### config.mk
export PLATFORM = sky130hd
export DESIGN_NAME = calendar_date_offset_flat
export DESIGN_NICKNAME = d
export VERILOG_FILES = /design/src/hdl/cdo_pkg.sv /design/src/hdl/cdo_cmd_if.sv /design/src/hdl/cdo_res_if.sv /design/src/hdl/cdo_core.sv /design/src/hdl/calendar_date_offset.sv /design/src/flat_wrapper.sv
export SDC_FILE = /design/constraint.sdc
export NUM_CORES = 1
export LEC_CHECK = 0
export ABC_AREA = 1
export BUFFER_PORTS_ARGS = -buffer_cell sky130_fd_sc_hd__buf_2
export CAP_MARGIN = 20
export CORE_ASPECT_RATIO = 0.8
export CORE_MARGIN = 2
export CORE_UTILIZATION = 45
export DETAILED_ROUTE_END_ITERATION = 6
export GPL_ROUTABILITY_DRIVEN = 0
export PLACE_DENSITY = 0.64
export SETUP_SLACK_MARGIN = 0.05
export SLEW_MARGIN = 20
export SYNTH_ARGS = -nofsm -noshare
export SYNTH_HDL_FRONTEND = slang
export SYNTH_SLANG_ARGS = --single-unit
### constraint.sdc
create_clock -name clk_i -period 5.6 [get_ports clk_i]
set_clock_uncertainty 0.2 [all_clocks]
set_input_delay 0.56 -clock clk_i [delete_from_list [all_inputs] [get_ports clk_i]]
set_output_delay 0.56 -clock clk_i [all_outputs]
set_load 0.05 [all_outputs]
### src/hdl/cdo_pkg.sv
// Types, constants and calendar helper functions for the calendar date offset block.
package cdo_pkg;

  // Field widths of the held date.
  localparam int DAY_W   = 5;
  localparam int MONTH_W = 4;
  localparam int YEAR_W  = 14;

  // Working widths of the signed month and year during a command.
  localparam int MONTH_WORK_W = 14;
  localparam int YEAR_WORK_W  = 16;

  // Year residue modulo the 400-year Gregorian cycle.
  localparam int YMOD_W = 9;

  // Calendar constants.
  localparam int MONTHS_PER_YEAR = 12;
  localparam int LEAP_CYCLE      = 400;
  localparam int CENTURY         = 100;
  localparam int FEB_DAYS        = 28;
  localparam int SHORT_DAYS      = 30;
  localparam int LONG_DAYS       = 31;
  localparam int YEAR_LO         = 1;
  localparam int YEAR_HI         = 9999;

  // Binary steps of the year reduction: 400 << 4 is the largest multiple used, enough for years up to YEAR_HI.
  localparam int MOD_STEPS = 5;
  localparam int MOD_CNT_W = 3;

  typedef enum logic [1:0] {
    CMD_LOAD = 2'd0,
    CMD_ADD  = 2'd1,
    CMD_SUB  = 2'd2,
    CMD_NOP  = 2'd3
  } cmd_e;

  // Finished result of one command.
  typedef struct packed {
    logic [DAY_W-1:0]   day;
    logic [MONTH_W-1:0] month;
    logic [YEAR_W-1:0]  year;
    logic               range_error;
  } result_t;

  // Leap year test on the year residue modulo 400.
  function automatic logic is_leap(input logic [YMOD_W-1:0] r);
    logic div4;
    logic century;
    div4    = (r[1:0] == 2'b00);
    century = (r == YMOD_W'(CENTURY)) || (r == YMOD_W'(2 * CENTURY)) ||
              (r == YMOD_W'(3 * CENTURY));
    return div4 && !century;
  endfunction

  // Length of a month (1..12) given the leap flag of its year.
  function automatic logic [DAY_W-1:0] month_len(input logic [MONTH_W-1:0] m,
                                                 input logic leap);
    logic [DAY_W-1:0] len;
    unique case (m) inside
      4'd2:                     len = DAY_W'(FEB_DAYS) + DAY_W'(leap);
      4'd4, 4'd6, 4'd9, 4'd11:  len = DAY_W'(SHORT_DAYS);
      default:                  len = DAY_W'(LONG_DAYS);
    endcase
    return len;
  endfunction

endpackage

### src/hdl/cdo_cmd_if.sv
// Command channel: valid/ready handshake carrying one command beat.
interface cdo_cmd_if #(
  parameter int DAY_OFFSET_WIDTH = 16
);
  logic                          valid;
  logic                          ready;
  logic [1:0]                    command;
  logic [DAY_OFFSET_WIDTH-1:0]   day_value;
  logic [11:0]                   month_value;
  logic [13:0]                   year_value;

  modport source (output valid, command, day_value, month_value, year_value,
                  input ready);
  modport sink   (input valid, command, day_value, month_value, year_value,
                  output ready);
endinterface

### src/hdl/cdo_res_if.sv
// Result channel: valid/ready handshake carrying the date after each command.
interface cdo_res_if;
  logic        valid;
  logic        ready;
  logic [4:0]  day_out;
  logic [3:0]  month_out;
  logic [13:0] year_out;
  logic        range_error;

  modport source (output valid, day_out, month_out, year_out, range_error,
                  input ready);
  modport sink   (input valid, day_out, month_out, year_out, range_error,
                  output ready);
endinterface

### src/hdl/cdo_core.sv
// Date register and sequencer: month wrap, year reduction and a one-month-per-cycle day walk.
module cdo_core #(
  parameter int DAY_OFFSET_WIDTH = 16
) (
  input  logic                          clk_i,
  input  logic                          rst_ni,
  input  logic                          start_i,
  input  cdo_pkg::cmd_e                 command_i,
  input  logic [DAY_OFFSET_WIDTH-1:0]   day_value_i,
  input  logic [11:0]                   month_value_i,
  input  logic [13:0]                   year_value_i,
  input  logic                          hold_i,
  output logic                          ready_o,
  output logic                          done_o,
  output cdo_pkg::result_t              result_o
);

  // Signed day working width: room for the offset plus a month's days, and negatives.
  localparam int DW = DAY_OFFSET_WIDTH + 2;
  localparam int MW = cdo_pkg::MONTH_WORK_W;
  localparam int YW = cdo_pkg::YEAR_WORK_W;
  localparam int RW = cdo_pkg::YEAR_W;
  localparam int QW = cdo_pkg::YMOD_W;

  typedef enum logic [4:0] {
    S_IDLE = 5'b00001,
    S_WRAP = 5'b00010,
    S_MOD  = 5'b00100,
    S_WALK = 5'b01000,
    S_FIN  = 5'b10000
  } state_e;

  state_e                  state_q, state_d;
  cdo_pkg::cmd_e           cmd_q, cmd_d;
  logic                    err_q, err_d;
  logic signed [DW-1:0]    d_q, d_d;
  logic signed [MW-1:0]    m_q, m_d;
  logic signed [YW-1:0]    y_q, y_d;
  logic [RW-1:0]           rem_q, rem_d;
  logic [cdo_pkg::MOD_CNT_W-1:0] k_q, k_d;
  logic [cdo_pkg::DAY_W-1:0]     cur_day_q, cur_day_d;
  logic [cdo_pkg::MONTH_W-1:0]   cur_month_q, cur_month_d;
  logic [cdo_pkg::YEAR_W-1:0]    cur_year_q, cur_year_d;

  // Operands of the command, widened to the working widths.
  logic signed [DW-1:0] dv_ext, cd_ext;
  logic signed [MW-1:0] mv_ext, cm_ext;
  logic signed [YW-1:0] yv_ext, cy_ext;
  logic                 load_ok;

  // Shared walk-step signals.
  logic [cdo_pkg::MONTH_W-1:0] mo, mo_prev;
  logic [QW-1:0]               rem9, rem_prev, rem_next;
  logic [cdo_pkg::DAY_W-1:0]   len_cur, len_prev;
  logic signed [DW-1:0]        len_cur_ext, len_prev_ext;
  logic                        yr_ok, at_jan, at_dec;
  logic [RW-1:0]               mod_sub;
  logic                        commit;

  assign dv_ext = $signed({2'b00, day_value_i});
  assign cd_ext = $signed({{(DW - cdo_pkg::DAY_W){1'b0}}, cur_day_q});
  assign mv_ext = $signed({2'b00, month_value_i});
  assign cm_ext = $signed({{(MW - cdo_pkg::MONTH_W){1'b0}}, cur_month_q});
  assign yv_ext = $signed({2'b00, year_value_i});
  assign cy_ext = $signed({2'b00, cur_year_q});

  // Load checks that do not need the month length.
  assign load_ok = (year_value_i >= 14'(cdo_pkg::YEAR_LO)) &&
                   (year_value_i <= 14'(cdo_pkg::YEAR_HI)) &&
                   (month_value_i >= 12'd1) &&
                   (month_value_i <= 12'(cdo_pkg::MONTHS_PER_YEAR)) &&
                   (day_value_i != '0);

  // Month lengths of the current month and of the previous one.
  assign mo       = m_q[cdo_pkg::MONTH_W-1:0];
  assign rem9     = rem_q[QW-1:0];
  assign at_jan   = (mo == 4'd1);
  assign at_dec   = (mo == 4'(cdo_pkg::MONTHS_PER_YEAR));
  assign mo_prev  = at_jan ? 4'(cdo_pkg::MONTHS_PER_YEAR) : mo - 4'd1;
  assign rem_prev = !at_jan ? rem9 :
                    (rem9 == '0) ? QW'(cdo_pkg::LEAP_CYCLE - 1) : rem9 - QW'(1);
  assign rem_next = (rem9 == QW'(cdo_pkg::LEAP_CYCLE - 1)) ? '0 : rem9 + QW'(1);
  assign len_cur  = cdo_pkg::month_len(mo, cdo_pkg::is_leap(rem9));
  assign len_prev = cdo_pkg::month_len(mo_prev, cdo_pkg::is_leap(rem_prev));
  assign len_cur_ext  = $signed({{(DW - cdo_pkg::DAY_W){1'b0}}, len_cur});
  assign len_prev_ext = $signed({{(DW - cdo_pkg::DAY_W){1'b0}}, len_prev});
  assign yr_ok = (y_q >= YW'(cdo_pkg::YEAR_LO)) && (y_q <= YW'(cdo_pkg::YEAR_HI));

  // One binary step of the year reduction modulo 400.
  assign mod_sub = RW'(cdo_pkg::LEAP_CYCLE) << k_q;

  // A finished command changes the date only when it succeeded and did something.
  assign commit = !err_q && (cmd_q != cdo_pkg::CMD_NOP);

  assign ready_o = (state_q == S_IDLE);

  // Sequencer.
  always_comb begin
    state_d     = state_q;
    cmd_d       = cmd_q;
    err_d       = err_q;
    d_d         = d_q;
    m_d         = m_q;
    y_d         = y_q;
    rem_d       = rem_q;
    k_d         = k_q;
    cur_day_d   = cur_day_q;
    cur_month_d = cur_month_q;
    cur_year_d  = cur_year_q;
    done_o      = 1'b0;
    result_o.day         = cur_day_q;
    result_o.month       = cur_month_q;
    result_o.year        = cur_year_q;
    result_o.range_error = err_q;

    unique case (state_q)
      S_IDLE: begin
        if (start_i) begin
          cmd_d = command_i;
          err_d = 1'b0;
          unique case (command_i)
            cdo_pkg::CMD_LOAD: begin
              d_d   = dv_ext;
              m_d   = mv_ext;
              y_d   = yv_ext;
              rem_d = year_value_i;
              k_d   = cdo_pkg::MOD_CNT_W'(cdo_pkg::MOD_STEPS - 1);
              if (load_ok) begin
                state_d = S_MOD;
              end else begin
                err_d   = 1'b1;
                state_d = S_FIN;
              end
            end
            cdo_pkg::CMD_ADD: begin
              d_d     = cd_ext + dv_ext;
              m_d     = cm_ext + mv_ext;
              y_d     = cy_ext + yv_ext;
              state_d = S_WRAP;
            end
            cdo_pkg::CMD_SUB: begin
              d_d     = cd_ext - dv_ext;
              m_d     = cm_ext - mv_ext;
              y_d     = cy_ext - yv_ext;
              state_d = S_WRAP;
            end
            cdo_pkg::CMD_NOP: begin
              state_d = S_FIN;
            end
            default: state_d = S_IDLE;
          endcase
        end
      end

      // Fold the month into 1..12, one year per cycle, then check the year.
      S_WRAP: begin
        if (m_q > MW'(cdo_pkg::MONTHS_PER_YEAR)) begin
          m_d = m_q - MW'(cdo_pkg::MONTHS_PER_YEAR);
          y_d = y_q + YW'(1);
        end else if (m_q < MW'(1)) begin
          m_d = m_q + MW'(cdo_pkg::MONTHS_PER_YEAR);
          y_d = y_q - YW'(1);
        end else if (yr_ok) begin
          rem_d   = y_q[RW-1:0];
          k_d     = cdo_pkg::MOD_CNT_W'(cdo_pkg::MOD_STEPS - 1);
          state_d = S_MOD;
        end else begin
          err_d   = 1'b1;
          state_d = S_FIN;
        end
      end

      // Restoring reduction of the year modulo 400, one shifted multiple per cycle.
      S_MOD: begin
        if (rem_q >= mod_sub) begin
          rem_d = rem_q - mod_sub;
        end
        if (k_q == '0) begin
          state_d = S_WALK;
        end else begin
          k_d = k_q - cdo_pkg::MOD_CNT_W'(1);
        end
      end

      // Carry the day across month ends, one month per cycle; a load only checks its day.
      S_WALK: begin
        if (!yr_ok) begin
          err_d   = 1'b1;
          state_d = S_FIN;
        end else if (cmd_q == cdo_pkg::CMD_LOAD) begin
          err_d   = (d_q > len_cur_ext);
          state_d = S_FIN;
        end else if (d_q < DW'(1)) begin
          d_d   = d_q + len_prev_ext;
          m_d   = $signed({{(MW - cdo_pkg::MONTH_W){1'b0}}, mo_prev});
          rem_d = {{(RW - QW){1'b0}}, rem_prev};
          if (at_jan) begin
            y_d = y_q - YW'(1);
          end
        end else if (d_q > len_cur_ext) begin
          d_d = d_q - len_cur_ext;
          if (at_dec) begin
            m_d   = MW'(1);
            y_d   = y_q + YW'(1);
            rem_d = {{(RW - QW){1'b0}}, rem_next};
          end else begin
            m_d = m_q + MW'(1);
          end
        end else begin
          state_d = S_FIN;
        end
      end

      // Hand the result over once the output register is free.
      S_FIN: begin
        if (commit) begin
          result_o.day   = d_q[cdo_pkg::DAY_W-1:0];
          result_o.month = m_q[cdo_pkg::MONTH_W-1:0];
          result_o.year  = y_q[cdo_pkg::YEAR_W-1:0];
        end
        if (!hold_i) begin
          done_o  = 1'b1;
          state_d = S_IDLE;
          if (commit) begin
            cur_day_d   = d_q[cdo_pkg::DAY_W-1:0];
            cur_month_d = m_q[cdo_pkg::MONTH_W-1:0];
            cur_year_d  = y_q[cdo_pkg::YEAR_W-1:0];
          end
        end
      end

      default: state_d = S_IDLE;
    endcase
  end

  // Control state and the held date.
  always_ff @(posedge clk_i or negedge rst_ni) begin
    if (!rst_ni) begin
      state_q     <= S_IDLE;
      cmd_q       <= cdo_pkg::CMD_NOP;
      err_q       <= 1'b0;
      k_q         <= '0;
      cur_day_q   <= cdo_pkg::DAY_W'(1);
      cur_month_q <= cdo_pkg::MONTH_W'(1);
      cur_year_q  <= cdo_pkg::YEAR_W'(1);
    end else begin
      state_q     <= state_d;
      cmd_q       <= cmd_d;
      err_q       <= err_d;
      k_q         <= k_d;
      cur_day_q   <= cur_day_d;
      cur_month_q <= cur_month_d;
      cur_year_q  <= cur_year_d;
    end
  end

  // Working registers of the walk.
  always_ff @(posedge clk_i) begin
    d_q   <= d_d;
    m_q   <= m_d;
    y_q   <= y_d;
    rem_q <= rem_d;
  end

endmodule

### src/hdl/calendar_date_offset.sv
// Top level of the calendar date offset block: handshakes, sequencer and output register.
//
//   Channel  Dir  Beat content
//   cmd_i    in   command, day_value, month_value, year_value
//   res_o    out  day_out, month_out, year_out, range_error
//
// A load runs the year reduction and then checks its day against the month length; the
// unused command or a load that fails its field checks goes straight to the result. Add
// and subtract fold the month sum a year at a time (up to 342), reduce the year, then carry
// the day a month at a time (up to about 2155 months at the default width).
// Reset sets the date to day 1, month 1, year 1; no clearing pass is needed.
// cmd_i.ready is high only while idle; a finished result waits for a free output register.
module calendar_date_offset #(
  parameter int DAY_OFFSET_WIDTH = 16
) (
  input  logic       clk_i,
  input  logic       rst_ni,
  cdo_cmd_if.sink    cmd_i,
  cdo_res_if.source  res_o
);

  logic             core_ready;
  logic             core_done;
  logic             hold;
  cdo_pkg::result_t core_res;
  cdo_pkg::result_t res_q;
  logic             res_valid_q;

  // The output register is busy while it holds a beat that is not taken this cycle.
  assign hold = res_valid_q && !res_o.ready;

  cdo_core #(
    .DAY_OFFSET_WIDTH(DAY_OFFSET_WIDTH)
  ) u_core (
    .clk_i         (clk_i),
    .rst_ni        (rst_ni),
    .start_i       (cmd_i.valid),
    .command_i     (cdo_pkg::cmd_e'(cmd_i.command)),
    .day_value_i   (cmd_i.day_value),
    .month_value_i (cmd_i.month_value),
    .year_value_i  (cmd_i.year_value),
    .hold_i        (hold),
    .ready_o       (core_ready),
    .done_o        (core_done),
    .result_o      (core_res)
  );

  assign cmd_i.ready = core_ready;

  // Output register valid flag.
  always_ff @(posedge clk_i or negedge rst_ni) begin
    if (!rst_ni) begin
      res_valid_q <= 1'b0;
    end else if (core_done) begin
      res_valid_q <= 1'b1;
    end else if (res_o.ready) begin
      res_valid_q <= 1'b0;
    end
  end

  // Output register payload.
  always_ff @(posedge clk_i) begin
    if (core_done) begin
      res_q <= core_res;
    end
  end

  assign res_o.valid       = res_valid_q;
  assign res_o.day_out     = res_q.day;
  assign res_o.month_out   = res_q.month;
  assign res_o.year_out    = res_q.year;
  assign res_o.range_error = res_q.range_error;

endmodule

### src/flat_wrapper.sv
// flat-port wrapper written by rule: the top's interface ports become plain ports
module calendar_date_offset_flat 
#(
  parameter int DAY_OFFSET_WIDTH = 16
)
  (clk_i, rst_ni, cmd_i_valid, cmd_i_command, cmd_i_day_value, cmd_i_month_value, cmd_i_year_value, cmd_i_ready, res_o_valid, res_o_day_out, res_o_month_out, res_o_year_out, res_o_range_error, res_o_ready);
  cdo_cmd_if #(.DAY_OFFSET_WIDTH(DAY_OFFSET_WIDTH)) cmd_i_i ();
  cdo_res_if res_o_i ();
  input  logic clk_i;
  input  logic rst_ni;
  input wire logic [$bits(cmd_i_i.valid)-1:0] cmd_i_valid;
  input wire logic [$bits(cmd_i_i.command)-1:0] cmd_i_command;
  input wire logic [$bits(cmd_i_i.day_value)-1:0] cmd_i_day_value;
  input wire logic [$bits(cmd_i_i.month_value)-1:0] cmd_i_month_value;
  input wire logic [$bits(cmd_i_i.year_value)-1:0] cmd_i_year_value;
  output wire logic [$bits(cmd_i_i.ready)-1:0] cmd_i_ready;
  output wire logic [$bits(res_o_i.valid)-1:0] res_o_valid;
  output wire logic [$bits(res_o_i.day_out)-1:0] res_o_day_out;
  output wire logic [$bits(res_o_i.month_out)-1:0] res_o_month_out;
  output wire logic [$bits(res_o_i.year_out)-1:0] res_o_year_out;
  output wire logic [$bits(res_o_i.range_error)-1:0] res_o_range_error;
  input wire logic [$bits(res_o_i.ready)-1:0] res_o_ready;
  assign cmd_i_i.valid = cmd_i_valid;
  assign cmd_i_i.command = cmd_i_command;
  assign cmd_i_i.day_value = cmd_i_day_value;
  assign cmd_i_i.month_value = cmd_i_month_value;
  assign cmd_i_i.year_value = cmd_i_year_value;
  assign cmd_i_ready = cmd_i_i.ready;
  assign res_o_valid = res_o_i.valid;
  assign res_o_day_out = res_o_i.day_out;
  assign res_o_month_out = res_o_i.month_out;
  assign res_o_year_out = res_o_i.year_out;
  assign res_o_range_error = res_o_i.range_error;
  assign res_o_i.ready = res_o_ready;
  calendar_date_offset #(.DAY_OFFSET_WIDTH(DAY_OFFSET_WIDTH)) u_core (.clk_i(clk_i), .rst_ni(rst_ni), .cmd_i(cmd_i_i), .res_o(res_o_i));
endmodule
==> results of run 1 <==
## synthesized netlist by cell type (10+ instances only)
library cell,instances,area share
dfrtp_1,29,0.055
o21ai_0,127,0.048
edfxtp_1,86,0.20
a21oi_1,136,0.052
nor3_1,37,0.014
nor2_1,210,0.060
buf_2,19,0.0072
nand4_1,52,0.025
clkbuf_1,28,0.0080
nand3_1,217,0.083
o211ai_1,26,0.015
o22ai_1,17,0.0081
xor2_1,51,0.034
nand2_1,535,0.15
buf_1,10,0.0029
inv_1,224,0.064
ha_1,85,0.081
o21ai_1,24,0.0092
inv_2,27,0.0077
## final timing paths
kind / from / end / cells after the start
setup reg to reg: u_core.u_core.m_q[3]$_DFFE_PP_ / u_core.u_core.d_q[14]$_DFFE_PP_ / 27
hold reg to reg: u_core.u_core.err_q$_DFFE_PN0P_ / u_core.res_o.range_error$_DFFE_PP_ / 0
hold / removal: res_o_ready / u_core.res_o.valid$_DFFE_PN0P_ / 2
setup / recovery: u_core.u_core.m_q[3]$_DFFE_PP_ / u_core.u_core.d_q[14]$_DFFE_PP_ / 27
max in group asynchronous: rst_ni / u_core.u_core.cur_day_q[1]$_DFFE_PN0P_ / 2
min in group asynchronous: rst_ni / u_core.u_core.k_q[2]$_DFFE_PN0P_ / 2
## cell usage in the layout (no fill, tap or decap), types with 37 or more instances in the layout
cell type	Yosys	layout
nand2_1	535	535
inv_1	224	224
nand3_1	217	217
nor2_1	210	209
a21oi_1	136	136
o21ai_0	127	127
edfxtp_1	86	86
ha_1	85	85
buf_2	19	72
nand4_1	52	52
xor2_1	51	51
nor3_1	37	37
## layout make-up
class / instances / area, um2
inverter: 258 / 968.4
timing repair buffer: 88 / 483.0
sequential: 121 / 3466
tap: 370 / 462.9
fill: 2943 / 14080
clock inverter: 14 / 175.2
clock buffer: 18 / 429.2
multi-input combinational: 1602 / 8429
## worst max-delay path: cells and delay by family (launching register included)
kind / cells / cell delay [ns]
compound gates: 3 / 0.36
buf+inv: 3 / 0.38
simple gates: 18 / 1.89
flops: 1 / 0.48
fa+ha+maj: 3 / 0.87
## cell families after synthesis
kind of cell	Yosys count
DFF	121
buffers and inverters	319
AOI/OAI and AO/OA	366
xor gates and xnor gates	54
muxes	1
adders and majority gates	93
and+or+nand+nor	1088
## registers in the layout (all words and copies together) (netlist names)
name                       flops
u_core.u_core.d_q             18
u_core.u_core.y_q             16
u_core.res_o.year_out         14
u_core.u_core.cur_year_q      14
u_core.u_core.m_q             14
u_core.u_core.rem_q           14
u_core.res_o.day_out           5
u_core.u_core.cur_day_q        5
u_core.u_core.state_q          5
u_core.res_o.month_out         4
u_core.u_core.cur_month_q      4
u_core.u_core.k_q              3
u_core.u_core.cmd_q            2
u_core.res_o.range_error       1
u_core.res_o.valid             1
u_core.u_core.err_q            1
## metrics by stage
| step | util | worst slack, ns | cells |
|---|---|---|---|
| global route | 0.5059 | 0.7366 | 2471 |
| floorplan | - | 1.321 | 2042 |
| CTS | 0.5055 | 1.257 | 2470 |
| global placement | 0.4843 | 1.413 | 2438 |
| finish | 0.5059 | 1.153 | 2471 |
| detailed placement | 0.4843 | 1.276 | 2438 |
## power groups by stage
stage	registers, mW	logic (mW)	clock network (mW)
after CTS	1.98	3.94	1.17
final	2.00	4.04	1.16
after global placement	1.98	3.88	0
after detailed placement	1.99	3.91	0
after floorplan	1.86	2.90	0
after global routing	2.06	4.51	1.20
## layer usage
metal  up-vias  share of wire  GRT usage
met4         0          0.017    0.07488
met2       865           0.39     0.4270
met3        60           0.13    0.07500
li1       6939              -          -
met5         -              0          0
met1      6646           0.46     0.4711
==> metrics.md, run 1 <==
| Metric | Value |
|---|---|
| Switching pwr | `3.784 mW` |
| Post-synthesis mux area share | `0.0008579` |
| PD cells | `499.3 nW/um2` |
| Leakage power | `6.711 nW` |
| Layout cells sized above 1 | `0.08377` |
| Worst Hold Class | `primary input to register` |
| Die area | `a little over 30000 um2` |
| Drt drc | `0` |
| CP Data Required Time | `between 5 and 6 ns` |
| Hold Buf Count CTS | `0` |
| Initial core utilization | `0.4607` |
| Post-synth top flop | `edfxtp_1` |
| P&R area growth vs syn | `9.808%` |
| # IOs | `74` |
| Worst Path Arrival | `4.41 ns` |
| Post-synth ARST share | `0.2893` |
| Root buffer cell | `clkbuf_16` |
| H-tree depth | `4` |
| Comb pwr share | `0.561` |
| Sw frac | `0.5258` |
| Compound-Gate Fraction of Synth Area | `0.1542` |
| Global route overflow | `0` |
| Maxcap violations | `0` |
| Synth warn | `0` |
| DR pass1 iterations | `6` |
| Num CTS Buffers | `17` |
| Final Hold Vio Count | `0` |
| Status | `finished clean` |
| Initial drt markers | `1961` |
| Rows | `between 50 and 60` |
| Post-Syn Nets | `2183` |
| Pin count of the biggest net entering global routing | `47` |
| Avg Cell Area, Syn | `6.428 um2` |
| Vias after detailed routing | `14510` |
| CP Class | `register to register` |
| Remaining antenna violation count | `0` |
| CTS tree | `done` |
| Antenna cells | `0` |
| Max Fclk | `224.9 MHz` |
| Crit start category | `register` |
| Initial antenna violation count | `0` |
| Hold WS | `0.1327 ns` |
| Design Area, Final | `roughly 14000 um2` |
| Xor/xnor cell area share of the yosys netlist | `0.03603` |
| Final period util | `0.7941` |
| Int Pwr | `3.413 mW` |
| # clock sinks | `between 100 and 150` |
| Max VDD drop | `275.0 uV` |
| Synth cell types | `55` |
| R2R Setup Slk | `1.15 ns` |
| Final HPWL DP | `about 36 mm` |
| Most used cell, CP | `nand2_1` |
| Clock power share | `0.161` |
| Synth Area in Adders | `0.09322` |
| CP max-delay cell | `edfxtp_1` |
| Post-CTS Setup Bufs | `0` |
| CTS clock-pin slew for the worst setup and hold paths | `~0.060 ns` |
| Via-to-Cell Ratio | `5.872` |
| Register area share after synthesis | `0.2640` |
| Tot Pwr | `7.197 mW` |
| Vias in the first global route | `13050` |
| Overall routing resource usage | `0.3081` |
| Slew Viols, Final | `0` |
| IO Port Bufs | `73` |
| Simple-gate area share of the yosys netlist | `0.3569` |
| Largest family of logic cells by synthesized area | `simple AND/OR/NAND/NOR gates` |
| Unrepaired setup endpoints after global routing | `no` |
| Die H | `156.8 um` |
| WL/cell | `between 15 and 20 um` |
| Clk buf depth | `2` |
| Slew @ Worst Pin | `between 1 and 1.5 ns` |
| Worst rel slew slack | `0.3260` |
| Final setup vio count | `0` |
| Global-route wire length before repair | `between 70 and 80 mm` |
| Routed wire length | `47.21 mm` |
| Synthesized area | `13130 um2` |
| Max FO, Critical Path | `8` |
| Placed cell area | `13800 um2` |
| EDFF count, synth | `86` |
| Setup TNS | `0 ns` |
| Core Region | `28490 um2` |
| #FFs+latches synth | `121` |
| Minimum clock period | `4.447 ns` |
| Reg power frac | `0.278` |
| Fin nets | `2229` |
| Max incr delay on CP | `approximately 0.48 ns` |
| Post_cts resized | `0` |
| Chip Width | `195.0 um` |
| Clk_lat worst skew | `0.44 ns` |
| Crit end category | `register` |
| Post-synthesis cell count | `2042` |
(Power assumes the default switching activity.)
==> run 2, diff against run 1 <==
==> constraint.sdc (replaced) <==
create_clock -name clk_i -period 4.6 [get_ports clk_i]
set_clock_uncertainty 0.2 [all_clocks]
set_input_delay 0.46 -clock clk_i [delete_from_list [all_inputs] [get_ports clk_i]]
set_output_delay 0.46 -clock clk_i [all_outputs]
set_load 0.05 [all_outputs]
==> metrics.md, run 2 (synthesis results as in run 1) <==
| Metric | Value |
|---|---|
| Max VDD drop | `333.2 uV (+21%)` |
| Vias in the first global route | `13180 (+1.0%)` |
| Clk buf depth | `2 (unchanged)` |
| DP Worst Slack | `0.3897 ns (-0.8867 ns)` |
| Global route overflow | `0 (unchanged)` |
| CP Class | `register to register` |
| Drt drc | `0 (unchanged)` |
| IO Port Bufs | `73 (unchanged)` |
| Top reg by flops | `u_core.u_core.d_q` |
| Clk_lat worst skew | `0.42 ns (-0.02 ns)` |
| Most frequent cells in the layout | `nand2_1, inv_1, nand3_1, nor2_1, a21oi_1` |
| Die area | `30560 um2 (unchanged)` |
| Worst R2R Path Depth | `27 (unchanged)` |
| Max Fclk | `239.6 MHz (+6.5%)` |
| Final instance count without filler cells | `2474 (+0.12%)` |
| Chip Width | `195.0 um (unchanged)` |
| Num CTS Buffers | `17 (unchanged)` |
| Placed Cells | `2442 (+0.16%)` |
| Post-CTS Setup Bufs | `0 (unchanged)` |
| Reg-to-Reg End | `u_core.u_core.d_q[14]$_DFFE_PP_` |
| Comb pwr share | `0.572 (+0.011)` |
| Tot Pwr | `8.715 mW (+21%)` |
| Layout cells sized above 1 | `0.08508 (+0.001306)` |
| Via-to-Cell Ratio | `5.859 (-0.22%)` |
| Slew Viols, Final | `0 (unchanged)` |
| CTS clock-pin slew for the worst setup and hold paths | `0.06 ns (about the same)` |
| Root buffer cell | `clkbuf_16` |
| Most used cell, CP | `nand2_1` |
| Final period util | `0.9074 (+0.1133)` |
| Setup TNS | `0 ns (unchanged)` |
| CP Data Required Time | `4.56 ns (-1.01 ns)` |
| Leakage power | `6.720 nW (+0.14%)` |
| Maxcap violations | `0 (unchanged)` |
| PD cells | `605.2 nW/um2 (+21%)` |
| Overall routing resource usage | `0.3114 (+0.003320)` |
| Initial antenna violation count | `0 (unchanged)` |
| Worst Setup EP | `u_core.u_core.d_q[14]$_DFFE_PP_` |
| Commonest non-fill, non-tap cell in the layout | `nand2_1` |
| Rows | `55 (unchanged)` |
| P&R area growth vs syn | `9.704% (about the same)` |
| Worst rel slew slack | `0.3398 (+0.01380)` |
| Vias after detailed routing | `14500 (-0.096%)` |
| Reg2reg start | `u_core.u_core.m_q[1]$_DFFE_PP_` |
| DR pass1 iterations | `6 (unchanged)` |
| WL/cell | `19.25 um (+0.76%)` |
| Status | `finished clean` |
| R2R Setup Slk | `0.43 ns (-0.73 ns)` |
| Minimum clock period | `4.174 ns (-0.2729 ns)` |
| Pin count of the biggest net entering global routing | `47 (unchanged)` |
| Initial drt markers | `2027 (+3.4%)` |
| Die H | `156.8 um (unchanged)` |
| Int Pwr | `4.117 mW (+21%)` |
| Antenna cells | `0 (unchanged)` |
| Sw frac | `0.5276 (+0.001840)` |
| Biggest regs | `u_core.u_core.d_q x18, u_core.u_core.y_q x16` |
| CTS tree | `done` |
| Final HPWL DP | `36.53 mm (+2.0%)` |
| Global-route wire length before repair | `74.10 mm (+1.1%)` |
| Worst Path Arrival | `4.13 ns (-0.28 ns)` |
| Crit path depth | `27 (unchanged)` |
| Crit start category | `register` |
| Final Hold Vio Count | `0 (unchanged)` |
| Max reg flops | `18 (unchanged)` |
| Routed wire length | `47.62 mm (+0.88%)` |
| Max FO, Critical Path | `7 (-1)` |
| CP max-delay cell | `edfxtp_1` |
| Worst Hold Class | `primary input to register` |
| Fin worst setup slack | `0.4260 ns (-0.7271 ns)` |
| CP startpoint | `u_core.u_core.m_q[1]$_DFFE_PP_` |
| Final setup vio count | `0 (unchanged)` |
| Core Region | `28490 um2 (unchanged)` |
| Crit end category | `register` |
| Clock power share | `0.150 (-0.011)` |
| Final Util | `0.5054 (about the same)` |
| Max incr delay on CP | `0.45 ns (-0.03 ns)` |
| Remaining antenna violation count | `0 (unchanged)` |
| Switching pwr | `4.598 mW (+22%)` |
| Reg power frac | `0.278 (about the same)` |
| # clock sinks | `121 (unchanged)` |
| Initial core utilization | `0.4607 (unchanged)` |
| H-tree depth | `4 (unchanged)` |
| Delay-heaviest family, CP | `simple AND/OR/NAND/NOR gates` |
| Fin nets | `2233 (+0.18%)` |
| Crit path buf inv count | `3 (unchanged)` |
| # IOs | `74 (unchanged)` |
| Unrepaired setup endpoints after global routing | `yes` |
| Slew @ Worst Pin | `0.9879 ns (-0.02065 ns)` |
[run 2: cell count changes in the layout (fill, tap and decap cells not counted), sizes merged]
cell	before	now
buf	87	91
clkinvlp	5	2
clkbuf	18	20
clkinv	12	14
bufinv	3	2
inv	252	251
[run 2: per-layer routing]
metal	vias up	GRT usage	routed length [um]
met4	0	0.08760	1143
met5	-	0	0
met3	75	0.09267	6167
met1	6627	0.4722	22230
li1	6941	-	-
met2	853	0.4180	18080
[run 2: how the worst min path moves through the flow]
stage / start / to / slack [ns] / depth (start not counted)
2_1_floorplan: rst_ni / u_core.res_o.valid$_DFFE_PN0P_ / -0.04 / 0
3_3_place_gp: u_core.u_core.err_q$_DFFE_PN0P_ / u_core.res_o.range_error$_DFFE_PP_ / 0.28 / 0
3_5_place_dp: u_core.u_core.err_q$_DFFE_PN0P_ / u_core.res_o.range_error$_DFFE_PP_ / 0.28 / 0
4_1_cts: res_o_ready / u_core.res_o.valid$_DFFE_PN0P_ / 0.03 / 2
5_1_grt: res_o_ready / u_core.res_o.valid$_DFFE_PN0P_ / 0.04 / 2
6_report: res_o_ready / u_core.res_o.valid$_DFFE_PN0P_ / 0.04 / 2
[run 2: per-stage QoR]
stage | hold WS (ns) | cell area, um2
after detailed placement | 0.2832 | 13830
after global placement | 0.2809 | 13830
after floorplan | -0.03559 | 13130
final | 0.03533 | 14400
after global routing | 0.03662 | 14400
after CTS | 0.02961 | 14380
[run 2: cell type report]
cell class | instances | area, um2
clock buffer | 20 | 446.7
tap | 370 | 462.9
timing repair buffer | 92 | 513.0
multi-input combinational | 1602 | 8437
inverter | 258 | 968.4
fill | 2996 | 14090
clock inverter | 11 | 106.4
sequential | 121 | 3466
[run 2: power by group through the flow]
stage	logic, mW	clock network [mW]	registers [mW]
2_1_floorplan	3.53	0	2.27
3_3_place_gp	4.76	0	2.40
3_5_place_dp	4.81	0	2.41
4_1_cts	4.85	1.32	2.39
5_1_grt	5.56	1.36	2.48
6_report	4.98	1.31	2.43
[run 2: what timing repair did]
action	in CTS	in global routing
setup endpoints to repair	0	4
hold buffers	0	1
endpoints found under the hold margin	0	29
resized for setup	0	3
